### src/tccd_pkg.sv
// Package for the terminal control-code decoder: field widths, display
// operation codes, escape-sequence codes, character codes and the shared types.
// No dependencies.
`timescale 1ns / 1ps

package tccd_pkg;

	localparam int ROW_W    = 5;
	localparam int COL_W    = 7;
	localparam int DEF_ROWS = 24;
	localparam int DEF_COLS = 80;

	// Display operations.
	localparam logic [3:0] OP_NONE        = 4'd0;
	localparam logic [3:0] OP_PRINT       = 4'd1;
	localparam logic [3:0] OP_PRINT_SCROLL = 4'd2;
	localparam logic [3:0] OP_BELL        = 4'd3;
	localparam logic [3:0] OP_CLEAR       = 4'd4;
	localparam logic [3:0] OP_SCROLL_UP   = 4'd5;
	localparam logic [3:0] OP_SCROLL_DOWN = 4'd6;
	localparam logic [3:0] OP_DEL_LINE    = 4'd7;
	localparam logic [3:0] OP_INS_LINE    = 4'd8;
	localparam logic [3:0] OP_ERASE_EOL   = 4'd9;
	localparam logic [3:0] OP_ERASE_EOS   = 4'd10;
	localparam logic [3:0] OP_MOVE        = 4'd11;

	// Escape-sequence progress: number of bytes of the sequence taken so far.
	localparam logic [2:0] ESC_IDLE   = 3'd0;
	localparam logic [2:0] ESC_SECOND = 3'd1;
	localparam logic [2:0] ESC_COORD1 = 3'd2;
	localparam logic [2:0] ESC_COORD2 = 3'd3;
	localparam logic [2:0] ESC_PLOT3  = 3'd4;
	localparam logic [2:0] ESC_PLOT4  = 3'd5;

	// Kind of multi-byte escape sequence.
	localparam logic [1:0] KIND_PLOT    = 2'd0;
	localparam logic [1:0] KIND_ADDR_RC = 2'd1;
	localparam logic [1:0] KIND_ADDR_CR = 2'd2;

	// Control characters.
	localparam logic [6:0] CH_CURSOR_OFF = 7'h05;
	localparam logic [6:0] CH_BELL       = 7'h07;
	localparam logic [6:0] CH_BS         = 7'h08;
	localparam logic [6:0] CH_LF         = 7'h0A;
	localparam logic [6:0] CH_FF         = 7'h0C;
	localparam logic [6:0] CH_CR         = 7'h0D;
	localparam logic [6:0] CH_SCROLL_UP  = 7'h0E;
	localparam logic [6:0] CH_SCROLL_DN  = 7'h0F;
	localparam logic [6:0] CH_UP         = 7'h11;
	localparam logic [6:0] CH_DOWN       = 7'h12;
	localparam logic [6:0] CH_RIGHT      = 7'h13;
	localparam logic [6:0] CH_LEFT       = 7'h14;
	localparam logic [6:0] CH_CURSOR_ON  = 7'h15;
	localparam logic [6:0] CH_ESC        = 7'h1B;
	localparam logic [6:0] CH_HOME       = 7'h1C;
	localparam logic [6:0] CH_SPACE      = 7'h20;
	localparam logic [6:0] CH_DEL        = 7'h7F;

	// Second byte of an escape sequence.
	localparam logic [6:0] EC_PLOT     = 7'h41; // A
	localparam logic [6:0] EC_ADDR_RC  = 7'h45; // E
	localparam logic [6:0] EC_ADDR_CR  = 7'h3D; // =
	localparam logic [6:0] EC_DEL_LINE = 7'h42; // B
	localparam logic [6:0] EC_INS_LINE = 7'h43; // C
	localparam logic [6:0] EC_NAT_ON   = 7'h44; // D
	localparam logic [6:0] EC_NAT_OFF  = 7'h49; // I
	localparam logic [6:0] EC_EOL_K    = 7'h4B; // K
	localparam logic [6:0] EC_EOL_L    = 7'h4C; // L
	localparam logic [6:0] EC_REV_ON   = 7'h50; // P
	localparam logic [6:0] EC_REV_OFF  = 7'h51; // Q
	localparam logic [6:0] EC_EOS_S    = 7'h53; // S
	localparam logic [6:0] EC_EOS_Z    = 7'h5A; // Z
	localparam logic [6:0] EC_EOS_K    = 7'h6B; // k
	localparam logic [6:0] EC_REV_ON_L = 7'h70; // p
	localparam logic [6:0] EC_REV_OFF_L = 7'h71; // q

	localparam logic [7:0] GLYPH_NATIONAL_BASE = 8'd128;
	localparam logic [7:0] GLYPH_ARROW         = 8'd135;
	localparam logic [6:0] COORD_OFFSET        = 7'd32;

	typedef struct packed {
		logic [ROW_W-1:0] row;
		logic [COL_W-1:0] col;
		logic             rev;
		logic             natl;
		logic             cur_en;
		logic [2:0]       esc_count;
		logic [1:0]       esc_kind;
		logic [6:0]       first_coord;
	} state_t;

	typedef struct packed {
		logic [3:0]       op;
		logic [7:0]       glyph;
		logic             rev;
		logic [ROW_W-1:0] trow;
		logic [COL_W-1:0] tcol;
		logic [ROW_W-1:0] new_row;
		logic [COL_W-1:0] new_col;
		logic             shown;
	} result_t;

	typedef struct packed {
		logic       hit;
		logic [2:0] idx;
	} natl_t;

	// Position of a character in the national replacement set { | } [ \ ] ~.
	function automatic natl_t national_index(input logic [6:0] v);
		natl_t r;
		r.hit = 1'b1;
		r.idx = 3'd0;
		case (v)
			7'h7B: r.idx = 3'd0;
			7'h7C: r.idx = 3'd1;
			7'h7D: r.idx = 3'd2;
			7'h5B: r.idx = 3'd3;
			7'h5C: r.idx = 3'd4;
			7'h5D: r.idx = 3'd5;
			7'h7E: r.idx = 3'd6;
			default: r.hit = 1'b0;
		endcase
		return r;
	endfunction

endpackage

### src/terminal_control_code_decoder_unit.sv
// Top level of the terminal control-code decoder: input register, terminal
// state registers, result register and checks. Depends on tccd_pkg and tccd_decode.
`timescale 1ns / 1ps

// Each byte written to the terminal produces exactly one result transaction
// carrying the display command, its screen position and glyph, and the cursor
// position and visibility after the byte. The block accepts one byte per clock
// cycle while the output side is not stalled; a byte is captured in an input
// register and its result is loaded into the output register once that register
// is empty or being read. The terminal state (cursor, video flags, escape
// progress) updates when a byte moves from the input register into the output
// register. drop_nul is written through cfg_we/cfg_wdata; the user must write it
// only while idle, as the block itself does not enforce this.
module terminal_control_code_decoder_unit #(
	parameter int SCREEN_ROWS = tccd_pkg::DEF_ROWS,
	parameter int SCREEN_COLS = tccd_pkg::DEF_COLS
) (
	input  logic                         clk,
	input  logic                         arst_n,
	input  logic                         cfg_we,
	input  logic                         cfg_wdata,
	input  logic                         in_valid,
	output logic                         in_ready,
	input  logic [7:0]                   data_byte,
	output logic                         out_valid,
	input  logic                         out_ready,
	output logic [3:0]                   display_op,
	output logic [7:0]                   glyph_code,
	output logic                         glyph_reverse,
	output logic [tccd_pkg::ROW_W-1:0]   target_row,
	output logic [tccd_pkg::COL_W-1:0]   target_col,
	output logic [tccd_pkg::ROW_W-1:0]   new_cursor_row,
	output logic [tccd_pkg::COL_W-1:0]   new_cursor_col,
	output logic                         cursor_shown
);

	logic              drop_nul_q;
	logic              valid_s1;
	logic [7:0]        data_s1;
	logic              out_valid_q;
	tccd_pkg::result_t res_q;
	tccd_pkg::state_t  state_q;
	tccd_pkg::state_t  state_nxt;
	tccd_pkg::result_t res_nxt;
	logic              advance;

	assign advance  = valid_s1 && (!out_valid_q || out_ready);
	assign in_ready = !valid_s1 || advance;

	tccd_decode #(
		.SCREEN_ROWS(SCREEN_ROWS),
		.SCREEN_COLS(SCREEN_COLS)
	) u_decode (
		.cur      (state_q),
		.data     (data_s1),
		.drop_nul (drop_nul_q),
		.nxt      (state_nxt),
		.res      (res_nxt)
	);

	always_ff @(posedge clk or negedge arst_n) begin
		if (!arst_n) begin
			drop_nul_q <= 1'b0;
		end else if (cfg_we) begin
			drop_nul_q <= cfg_wdata;
		end
	end

	always_ff @(posedge clk or negedge arst_n) begin
		if (!arst_n) begin
			valid_s1    <= 1'b0;
			out_valid_q <= 1'b0;
			state_q     <= '{row: '0, col: '0, rev: 1'b0, natl: 1'b0, cur_en: 1'b1,
			                 esc_count: tccd_pkg::ESC_IDLE, esc_kind: tccd_pkg::KIND_PLOT,
			                 first_coord: '0};
		end else begin
			if (in_ready)
				valid_s1 <= in_valid;
			if (advance) begin
				out_valid_q <= 1'b1;
				state_q     <= state_nxt;
			end else if (out_ready) begin
				out_valid_q <= 1'b0;
			end
		end
	end

	always_ff @(posedge clk) begin
		if (in_valid && in_ready)
			data_s1 <= data_byte;
		if (advance)
			res_q <= res_nxt;
	end

	assign out_valid      = out_valid_q;
	assign display_op     = res_q.op;
	assign glyph_code     = res_q.glyph;
	assign glyph_reverse  = res_q.rev;
	assign target_row     = res_q.trow;
	assign target_col     = res_q.tcol;
	assign new_cursor_row = res_q.new_row;
	assign new_cursor_col = res_q.new_col;
	assign cursor_shown   = res_q.shown;

	// The reported cursor always matches the live terminal state.
	a_cursor_matches_state: assert property (@(posedge clk) disable iff (!arst_n)
		out_valid_q |-> (res_q.new_row == state_q.row && res_q.new_col == state_q.col &&
		                 res_q.shown == (state_q.cur_en &&
		                                 state_q.esc_count == tccd_pkg::ESC_IDLE)))
		else $error("reported cursor differs from terminal state");

	// The cursor never leaves the screen.
	a_cursor_on_screen: assert property (@(posedge clk) disable iff (!arst_n)
		({1'b0, state_q.row} < (tccd_pkg::ROW_W + 1)'(SCREEN_ROWS)) &&
		({1'b0, state_q.col} < (tccd_pkg::COL_W + 1)'(SCREEN_COLS)))
		else $error("cursor outside the screen");

	// Only print commands carry a glyph or the reverse flag.
	a_glyph_only_on_print: assert property (@(posedge clk) disable iff (!arst_n)
		(out_valid_q && res_q.op != tccd_pkg::OP_PRINT &&
		 res_q.op != tccd_pkg::OP_PRINT_SCROLL) |-> (res_q.glyph == 8'd0 && !res_q.rev))
		else $error("glyph on a non-print command");

	// Terminal state changes only when a byte is decoded.
	a_state_holds: assert property (@(posedge clk) disable iff (!arst_n)
		!advance |=> $stable(state_q))
		else $error("terminal state changed without a decoded byte");

endmodule

### src/tccd_decode.sv
// Combinational decoder for one terminal byte: next terminal state and the
// display command. Depends on tccd_pkg.
`timescale 1ns / 1ps

module tccd_decode #(
	parameter int SCREEN_ROWS = tccd_pkg::DEF_ROWS,
	parameter int SCREEN_COLS = tccd_pkg::DEF_COLS
) (
	input  tccd_pkg::state_t  cur,
	input  logic [7:0]        data,
	input  logic              drop_nul,
	output tccd_pkg::state_t  nxt,
	output tccd_pkg::result_t res
);

	localparam int RW = tccd_pkg::ROW_W;
	localparam int CW = tccd_pkg::COL_W;
	localparam logic [RW-1:0] LAST_ROW   = RW'(SCREEN_ROWS - 1);
	localparam logic [RW:0]   ROWS_X     = (RW + 1)'(SCREEN_ROWS);
	localparam logic [CW:0]   COLS_X     = (CW + 1)'(SCREEN_COLS);
	localparam logic [CW:0]   LAST_COL_X = (CW + 1)'(SCREEN_COLS - 1);
	localparam logic [7:0]    ROWS_8     = 8'(SCREEN_ROWS);
	localparam logic [7:0]    COLS_8     = 8'(SCREEN_COLS);

	logic [6:0]       v;
	logic [RW:0]      row_inc;
	logic [CW:0]      col_inc;
	logic [6:0]       rowb, colb, rowd, cold;
	tccd_pkg::natl_t  nat;

	assign v       = data[6:0];
	assign row_inc = {1'b0, cur.row} + 1'b1;
	assign col_inc = {1'b0, cur.col} + 1'b1;
	assign nat     = tccd_pkg::national_index(v);
	assign rowb    = (cur.esc_kind == tccd_pkg::KIND_ADDR_RC) ? cur.first_coord : v;
	assign colb    = (cur.esc_kind == tccd_pkg::KIND_ADDR_RC) ? v : cur.first_coord;
	assign rowd    = rowb - tccd_pkg::COORD_OFFSET;
	assign cold    = colb - tccd_pkg::COORD_OFFSET;

	always_comb begin
		nxt = cur;
		res = '0;
		if (!(data == 8'd0 && drop_nul)) begin
			if (cur.esc_count != tccd_pkg::ESC_IDLE) begin
				case (cur.esc_count)
					tccd_pkg::ESC_SECOND: begin
						nxt.esc_count = tccd_pkg::ESC_IDLE;
						case (v)
							tccd_pkg::EC_PLOT: begin
								nxt.esc_kind  = tccd_pkg::KIND_PLOT;
								nxt.esc_count = tccd_pkg::ESC_COORD1;
							end
							tccd_pkg::EC_ADDR_RC: begin
								nxt.esc_kind  = tccd_pkg::KIND_ADDR_RC;
								nxt.esc_count = tccd_pkg::ESC_COORD1;
							end
							tccd_pkg::EC_ADDR_CR: begin
								nxt.esc_kind  = tccd_pkg::KIND_ADDR_CR;
								nxt.esc_count = tccd_pkg::ESC_COORD1;
							end
							tccd_pkg::EC_DEL_LINE: begin
								res.op   = tccd_pkg::OP_DEL_LINE;
								res.trow = cur.row;
							end
							tccd_pkg::EC_INS_LINE: begin
								res.op   = tccd_pkg::OP_INS_LINE;
								res.trow = cur.row;
							end
							tccd_pkg::EC_REV_ON, tccd_pkg::EC_REV_ON_L: nxt.rev = 1'b1;
							tccd_pkg::EC_REV_OFF, tccd_pkg::EC_REV_OFF_L: nxt.rev = 1'b0;
							tccd_pkg::EC_EOL_K, tccd_pkg::EC_EOL_L: begin
								res.op   = tccd_pkg::OP_ERASE_EOL;
								res.trow = cur.row;
								res.tcol = cur.col;
							end
							tccd_pkg::EC_EOS_Z, tccd_pkg::EC_EOS_K, tccd_pkg::EC_EOS_S: begin
								res.op   = tccd_pkg::OP_ERASE_EOS;
								res.trow = cur.row;
								res.tcol = cur.col;
							end
							tccd_pkg::EC_NAT_ON: nxt.natl = 1'b1;
							tccd_pkg::EC_NAT_OFF: nxt.natl = 1'b0;
							default: ;
						endcase
					end
					tccd_pkg::ESC_COORD1: begin
						nxt.first_coord = v;
						nxt.esc_count   = tccd_pkg::ESC_COORD2;
					end
					tccd_pkg::ESC_COORD2: begin
						if (cur.esc_kind == tccd_pkg::KIND_ADDR_RC ||
						    cur.esc_kind == tccd_pkg::KIND_ADDR_CR) begin
							// A coordinate that falls off the screen keeps its current value.
							if (rowb >= tccd_pkg::COORD_OFFSET && {1'b0, rowd} < ROWS_8)
								nxt.row = rowd[RW-1:0];
							if (colb >= tccd_pkg::COORD_OFFSET && {1'b0, cold} < COLS_8)
								nxt.col = cold[CW-1:0];
							nxt.esc_count = tccd_pkg::ESC_IDLE;
							res.op   = tccd_pkg::OP_MOVE;
							res.trow = nxt.row;
							res.tcol = nxt.col;
						end else begin
							nxt.esc_count = tccd_pkg::ESC_PLOT3;
						end
					end
					tccd_pkg::ESC_PLOT3: nxt.esc_count = tccd_pkg::ESC_PLOT4;
					default: nxt.esc_count = tccd_pkg::ESC_IDLE;
				endcase
			end else if (v < tccd_pkg::CH_SPACE) begin
				case (v)
					tccd_pkg::CH_CURSOR_OFF: nxt.cur_en = 1'b0;
					tccd_pkg::CH_CURSOR_ON: nxt.cur_en = 1'b1;
					tccd_pkg::CH_BELL: res.op = tccd_pkg::OP_BELL;
					tccd_pkg::CH_BS: begin
						if (cur.col != '0) begin
							nxt.col   = cur.col - 1'b1;
							res.op    = tccd_pkg::OP_PRINT;
							res.glyph = {1'b0, tccd_pkg::CH_SPACE};
							res.rev   = cur.rev;
							res.trow  = cur.row;
							res.tcol  = nxt.col;
						end
					end
					tccd_pkg::CH_FF: begin
						nxt.row = '0;
						nxt.col = '0;
						res.op  = tccd_pkg::OP_CLEAR;
					end
					tccd_pkg::CH_HOME: begin
						nxt.row = '0;
						nxt.col = '0;
						res.op  = tccd_pkg::OP_MOVE;
					end
					tccd_pkg::CH_SCROLL_UP: res.op = tccd_pkg::OP_SCROLL_UP;
					tccd_pkg::CH_SCROLL_DN: res.op = tccd_pkg::OP_SCROLL_DOWN;
					tccd_pkg::CH_UP: begin
						if (cur.row != '0)
							nxt.row = cur.row - 1'b1;
						res.op   = tccd_pkg::OP_MOVE;
						res.trow = nxt.row;
						res.tcol = cur.col;
					end
					tccd_pkg::CH_DOWN: begin
						nxt.row  = (row_inc < ROWS_X) ? row_inc[RW-1:0] : LAST_ROW;
						res.op   = tccd_pkg::OP_MOVE;
						res.trow = nxt.row;
						res.tcol = cur.col;
					end
					tccd_pkg::CH_RIGHT: begin
						nxt.col  = (col_inc < COLS_X) ? col_inc[CW-1:0]
						         : LAST_COL_X[CW-1:0];
						res.op   = tccd_pkg::OP_MOVE;
						res.trow = cur.row;
						res.tcol = nxt.col;
					end
					tccd_pkg::CH_LEFT: begin
						if (cur.col != '0)
							nxt.col = cur.col - 1'b1;
						res.op   = tccd_pkg::OP_MOVE;
						res.trow = cur.row;
						res.tcol = nxt.col;
					end
					tccd_pkg::CH_ESC: nxt.esc_count = tccd_pkg::ESC_SECOND;
					tccd_pkg::CH_LF: begin
						// On the last row the screen scrolls and the cursor returns to column 0.
						if (cur.row == LAST_ROW) begin
							nxt.col = '0;
							res.op  = tccd_pkg::OP_SCROLL_UP;
						end else begin
							nxt.row  = row_inc[RW-1:0];
							res.op   = tccd_pkg::OP_MOVE;
							res.trow = nxt.row;
							res.tcol = cur.col;
						end
					end
					tccd_pkg::CH_CR: begin
						nxt.col  = '0;
						res.op   = tccd_pkg::OP_MOVE;
						res.trow = cur.row;
					end
					default: ;
				endcase
			end else begin
				res.op = tccd_pkg::OP_PRINT;
				if (cur.natl && nat.hit)
					res.glyph = tccd_pkg::GLYPH_NATIONAL_BASE + {5'd0, nat.idx};
				else if (v == tccd_pkg::CH_DEL)
					res.glyph = tccd_pkg::GLYPH_ARROW;
				else
					res.glyph = {1'b0, v};
				res.rev  = cur.rev;
				res.trow = cur.row;
				res.tcol = cur.col;
				// The cursor wraps after a print in the next-to-last column, so printing never moves it into the last column.
				if (col_inc >= LAST_COL_X) begin
					if (cur.row >= LAST_ROW)
						res.op = tccd_pkg::OP_PRINT_SCROLL;
					else
						nxt.row = row_inc[RW-1:0];
					nxt.col = '0;
				end else begin
					nxt.col = col_inc[CW-1:0];
				end
			end
		end
		res.new_row = nxt.row;
		res.new_col = nxt.col;
		res.shown   = nxt.cur_en && (nxt.esc_count == tccd_pkg::ESC_IDLE);
	end

endmodule
### config.mk
export PLATFORM = sky130hd
export DESIGN_NAME = terminal_control_code_decoder_unit
export DESIGN_NICKNAME = d
export VERILOG_FILES = /design/src/tccd_pkg.sv /design/src/terminal_control_code_decoder_unit.sv /design/src/tccd_decode.sv
export SDC_FILE = /design/constraint.sdc
export NUM_CORES = 1
export LEC_CHECK = 0
export BUFFER_PORTS_ARGS = -buffer_cell sky130_fd_sc_hd__buf_2
export CAP_MARGIN = 20
export CORE_MARGIN = 2
export CORE_UTILIZATION = 50
export DETAILED_ROUTE_END_ITERATION = 12
export PLACE_DENSITY = 0.69
export SLEW_MARGIN = 20
export SYNTH_ARGS = -nofsm -noshare
export SYNTH_HDL_FRONTEND = slang
export SYNTH_SLANG_ARGS = --single-unit
### constraint.sdc
create_clock -name clk -period 7.9 [get_ports clk]
set_input_delay 0.395 -clock clk [delete_from_list [all_inputs] [get_ports clk]]
set_output_delay 0.395 -clock clk [all_outputs]
set_load 0.02 [all_outputs]
## Yosys cells after proc, flatten, opt, wreduce, memory -nomap -nowiden

Cells that the tools add are included.

| word-level totals | value |
|---|---|
| memories | 0 |
| memory bits (read-only) | 0 |
| memory bits (writable) | 0 |
| latch bits | 0 |
| input port bits | 14 |
| bits in registers | 76 |

| cells by class | value |
|---|---|
| reductions and logical operators | 39 |
| divide/modulo/power cells | 0 |
| bitwise gates (word level) | 1 |
| equal/unequal tests | 46 |
| $lt $le $gt $ge | 9 |
| shift-type cells | 0 |
| multiplexer cells | 60 |
| add/subtract/negate cells | 7 |
| $mul | 0 |

Operators by type and width:

| kind | number |
|---|---|
| $eq A7 B7 Y1 const B | 23 |
| $mux W12 | 7 |
| $mux W7 | 9 |
| $eq A7 B5 Y1 const B | 7 |
| $eq A7 B4 Y1 const B | 6 |
| $mux W5 | 7 |
| $pmux W7 S5 | 1 |
| $pmux W4 S7 | 1 |
| $pmux W7 S4 | 1 |
| $mux W27 | 1 |
| $mux W25 | 1 |
| $pmux W5 S5 | 1 |
| $pmux W12 S2 | 1 |
| $mux W22 | 1 |
| $mux W4 | 5 |
| $pmux W5 S4 | 1 |
| $mux W9 | 2 |
| $pmux W3 S6 | 1 |
| $mux W8 | 2 |
| $pmux W4 S4 | 1 |
| $reduce_and A5 Y1 | 3 |
| $eq A7 B3 Y1 const B | 2 |
| $ge A7 B6 Y1 const B | 2 |
| $reduce_or A2 Y1 | 7 |
| other kinds (42) | 69 |

## Logic depth before layout (Yosys ltp)

| logic depth | value |
|---|---|
| depth after elaboration | 12 |
| mapped depth | 13 |
| gate-level depth less buffers | 11 |

## By module

Synthesis repeated with hierarchy kept, for this count alone.

| unflattened totals | value |
|---|---|
| cells, all modules | 690 |
| area total of the unflattened synthesis | 6165.9 um^2 |

Modules (own cells, without submodules):

| module | seq. area each (um^2) | instances | cells each | area an instance (um^2) |
|---|---|---|---|---|
| tccd_decode | 0.0 | 1 | 577 | 3568.4 |
| terminal_control_code_decoder_unit | 2133.3 | 1 | 113 | 2597.5 |

## Least setup slack after synthesis

No wires, ideal clock.

| path | value |
|---|---|
| kind | register -> register |
| from | register state_q[7] (netlist bit) |
| to | register res_q (netlist bit new_cursor_col[0]) (data pin) |
| arrival time | 2.737 ns |
| stages on the path, launching flop included | 13 |
| setup time | 0.260 ns |
| path slack | 4.903 ns |
| period minus slack after synthesis | 2.997 ns |
| path through | dfrtp_1 ha_1 buf_2 buf_1 a21oi_1 inv_1 ha_1 a211o_1 a21o_1 buf_2 mux2i_1 a311o_1 mux2_2 |

RTL lines:

| item | RTL line | RTL |
|---|---|---|
| start: declaration | terminal_control_code_decoder_unit.sv:42 | `tccd_pkg::state_t state_q;` |
| start signal: assignment | terminal_control_code_decoder_unit.sv:73 | `state_q <= '{row: '0, col: '0, rev: 1'b0, natl: 1'b0, cur_en: 1'b1,` |
| start signal: assignment | terminal_control_code_decoder_unit.sv:81 | `state_q <= state_nxt;` |
| end signal: assignment | terminal_control_code_decoder_unit.sv:92 | `res_q <= res_nxt;` |
| end: declaration | terminal_control_code_decoder_unit.sv:41 | `tccd_pkg::result_t res_q;` |

==> results by group <==
Final layout
  • N_diodes: 0
  • Area taken by multi-input logic gates: around 3400 µm²
  • Share of layout cells above drive strength 1: 16.6%
  • Net count, final: 727
  • Final Non-Filler Cells: 849
  • Synth-to-layout area growth: 10.8%
  • FILL cells: 997
  • FF+latch area: about 2100 µm²
  • Post-route cell area: 6450 µm²

Setup path
  • Worst setup SP type: register
  • Sequence of cells on the critical path: inv_1, ha_1, nor2b_1, a21oi_1, inv_1, ha_1, a211o_1, a21o_1, mux2i_1, a311o_1, mux2_2
  • Kind of critical path: reg2reg
  • Worst R2R Path Depth: 11
  • Worst r2r src: state_q[8]$_DFFE_PN0P_
  • Critical Path AT: 3.60 ns
  • Slowest CP cell: ha_1
  • Slowest stage delay, CP: around 0.63 ns
  • Critical path peak fanout: 18
  • R2R Setup Slk: between 4 and 5 ns
  • R2r endpoint: new_cursor_col[0]$_DFFE_PP_
  • CP required: 8.00 ns
  • Crit end category: register

STA
  • Slew margin rel.: a little over a quarter
  • Final hold violations: 0
  • FMAX: 286 MHz
  • Endpoints failing setup: 0
  • RSZ-0062 raised after global routing: false
  • Fin crit share: 44.3%
  • Fin crit period: between 3 and 4 ns
  • Final WS setup: 4.40 ns
  • Fin. max-slew vios: 0
  • Clock skew: a little under 0.006 ns
  • Slew @ Worst Pin: 1.09 ns
  • Setup TNS: 0 ns

Routing
  • DRC: 0
  • DRT Wirelength: roughly 20,000 µm
  • DRT antenna net count: 0
  • Vias: 5,807
  • Avg WL per Cell: between 20 and 25 µm
  • Vias per std cell: between 6 and 7
  • DRT Pass-1 Iters: 8
  • DR iter-0 viols: ~630

Outcome
  • Status: finished, final reports clean

Synthesis
  • Cell with the most instances after synthesis: nand2_1
  • Area leader, netlist: edfxtp_1
  • Most common flop cell mapped by yosys: edfxtp_1
  • Flop and latch count out of synthesis: 76
  • Mapped Area: 5820 µm²
  • Top cells by area, synth: edfxtp_1, dfrtp_1, nand2_1
  • Yosys cell types: 88
  • Register area share after synthesis: 36.6%
  • Syn_nets: 706
  • Synthesis Warnings: 0
  • Number of synthesized flops with an enable pin: 46
  • Commonest cells in the netlist: nand2_1, nor2_1, o21ai_0
  • Syn Inst Count: 680
  • Synthesized area per cell: about 8.6 µm²
  • Async S/R FF share, synth: 39.5%
  • Post-synth top area share: between 20% and 30%

Floorplanning
  • Total core area: 11,400 µm²
  • Die height: approximately 110 µm
  • # rows: 39
  • Die area: 12,500 µm²
  • Effective utilization at floorplan: 51.2%
  • Die span in x: 112 µm
  • I/O pins: 54

Worst hold path
  • Hold Path Class: in2async

GRT
  • Total global-route track usage: 32.4%
  • Total global routing overflow: 0
  • Vias in the first global route: between 5,000 and 6,000
  • First-pass GRT wire length: 31,300 µm
  • Largest net degree at the start of global routing: 40
  • Initial antenna violation count: 0

Power
  • Peak VDD IR: 0.000213 V
  • Leak Pwr: 2.41 nW
  • NetSw: 1.05 mW
  • Internal power: about 1.2 mW
  • Sw Share: 45.8%
  • Combinational share of power: roughly 48%
  • Total power: 2.30 mW
  • Clock power frac: around a fifth
  • Sequential Power Share: approximately 33%
  • Cell Pwr Density: ~360 nW/µm²

CTS
  • Setup bufs post-CTS: 0
  • Clk buf depth: 2
  • Clock Tree Root: clkbuf_16
  • Post-CTS sizing: 0
  • CTS Buf Count: 9
  • Worst-Skew Late Latency: 0.35 ns
  • CTS clk-pin slew, worst paths: 0.06 ns
  • Htree depth: 3
  • CTS tree: built
  • CTS Hold Buffers Added: 0
  • Total clock sinks: 76

Placement
  • Pre-CTS WS: 4.46 ns
  • Post-DP HPWL: approximately 14,000 µm
  • Routability cong.: ~0.95
  • Area after DPL: 6130 µm²
  • Placed Cells: between 800 and 900
  • Number of buffers added on ports: 53

Flow run
  • Max-cap violations: 0
## cell type report
| type | count | share of cell area [%] |
|---|---|---|
| Timing Repair Buffer | 61 | 5.04 |
| Clock buffer | 11 | 3.61 |
| Tap cell | 143 | 2.77 |
| Sequential cell | 76 | 33.1 |
| Inverter | 21 | 1.22 |
| Multi-Input combinational cell | 532 | 53.0 |
| Clock inverter | 5 | 1.32 |
## logic make-up (layout without fill, tap and decap cells)
kind of cell	count (synthesis)	in the layout	synth area share (%)
multiplexers	26	26	4.66
XOR/XNOR	14	14	2.11
flip-flops	76	76	36.6
AND/OR/NAND/NOR	260	260	23.0
buffers and inverters	72	98	5.05
adder cells (fa/ha/maj)	12	12	2.58
AO/OA/AOI/OAI	220	220	26.0
## flip-flops by register name, summed over array words and instances (netlist names), 4 cells and up
signal          count
new_cursor_col      7
target_col          7
data_s1             8
glyph_code          8
new_cursor_row      5
display_op          4
target_row          5
state_q            27
## worst max-delay path: cells and delay by family (launching register included)
kind / cells / cell delay, ns
adders and majority gates: 2 / 0.84
and+or+nand+nor: 1 / 0.14
buffers and inverters: 2 / 0.19
muxes: 2 / 0.44
DFF: 1 / 0.36
AOI/OAI and AO/OA: 4 / 1.27
## metal layers
| metal | part of all wire (%) | GRT usage, % | up-vias |
|---|---|---|---|
| li1 | - | - | 2617 |
| met1 | 42 | 45.8 | 2746 |
| met2 | 44 | 47.5 | 375 |
| met3 | 9.7 | 7.95 | 69 |
| met4 | 3.9 | 14.3 | 0 |
| met5 | 0 | 0 | - |
## worst max-delay path by stage
stage	cells after the start	to	slack (ns)	from
after global routing	11	new_cursor_col[0]$_DFFE_PP_	4.18	state_q[8]$_DFFE_PN0P_
final	11	new_cursor_col[0]$_DFFE_PP_	4.40	state_q[8]$_DFFE_PN0P_
after detailed placement	11	new_cursor_col[0]$_DFFE_PP_	4.46	state_q[8]$_DFFE_PN0P_
after global placement	11	new_cursor_col[0]$_DFFE_PP_	4.55	state_q[8]$_DFFE_PN0P_
after floorplan	12	new_cursor_col[0]$_DFFE_PP_	4.90	state_q[7]$_DFFE_PN0P_
after CTS	11	new_cursor_col[0]$_DFFE_PP_	4.45	state_q[8]$_DFFE_PN0P_
## layout by cell type (no fill, tap or decap), types with 6 or more instances in the layout
| cell type | n |
|---|---|
| nand2_1 | 77 |
| nor2_1 | 57 |
| o21ai_0 | 56 |
| buf_2 | 53 |
| edfxtp_1 | 46 |
| a21oi_1 | 35 |
| dfrtp_1 | 29 |
| nand3_1 | 22 |
| inv_1 | 20 |
| nor3_1 | 19 |
| mux2i_1 | 17 |
| xnor2_1 | 13 |
| a31oi_1 | 12 |
| ha_1 | 12 |
| nand2b_1 | 11 |
| o211ai_1 | 11 |
| a211oi_1 | 10 |
| o22ai_1 | 10 |
| mux2_2 | 9 |
| clkbuf_16 | 9 |
| nand4_1 | 8 |
| a221oi_1 | 8 |
| and3_1 | 8 |
| o21a_1 | 8 |
| buf_4 | 8 |
| and2_1 | 7 |
| o21ai_1 | 6 |
| o32ai_1 | 6 |
## per-stage QoR
step | hold WS, ns | utilization (%)
after floorplan | 0.0994 | -
after global placement | 0.483 | 53.9
after detailed placement | 0.486 | 53.9
after CTS | 0.155 | 56.7
after global routing | 0.191 | 56.8
final | 0.132 | 56.8
## power groups by stage
stage | logic, mW | registers [mW] | clock network [mW]
floorplan | 0.794 | 0.701 | 0
global placement | 1.07 | 0.750 | 0
detailed placement | 1.07 | 0.756 | 0
CTS | 1.07 | 0.748 | 0.451
global route | 1.19 | 0.776 | 0.467
finish | 1.10 | 0.758 | 0.449
Note: power is estimated with default switching activity, not from simulation.
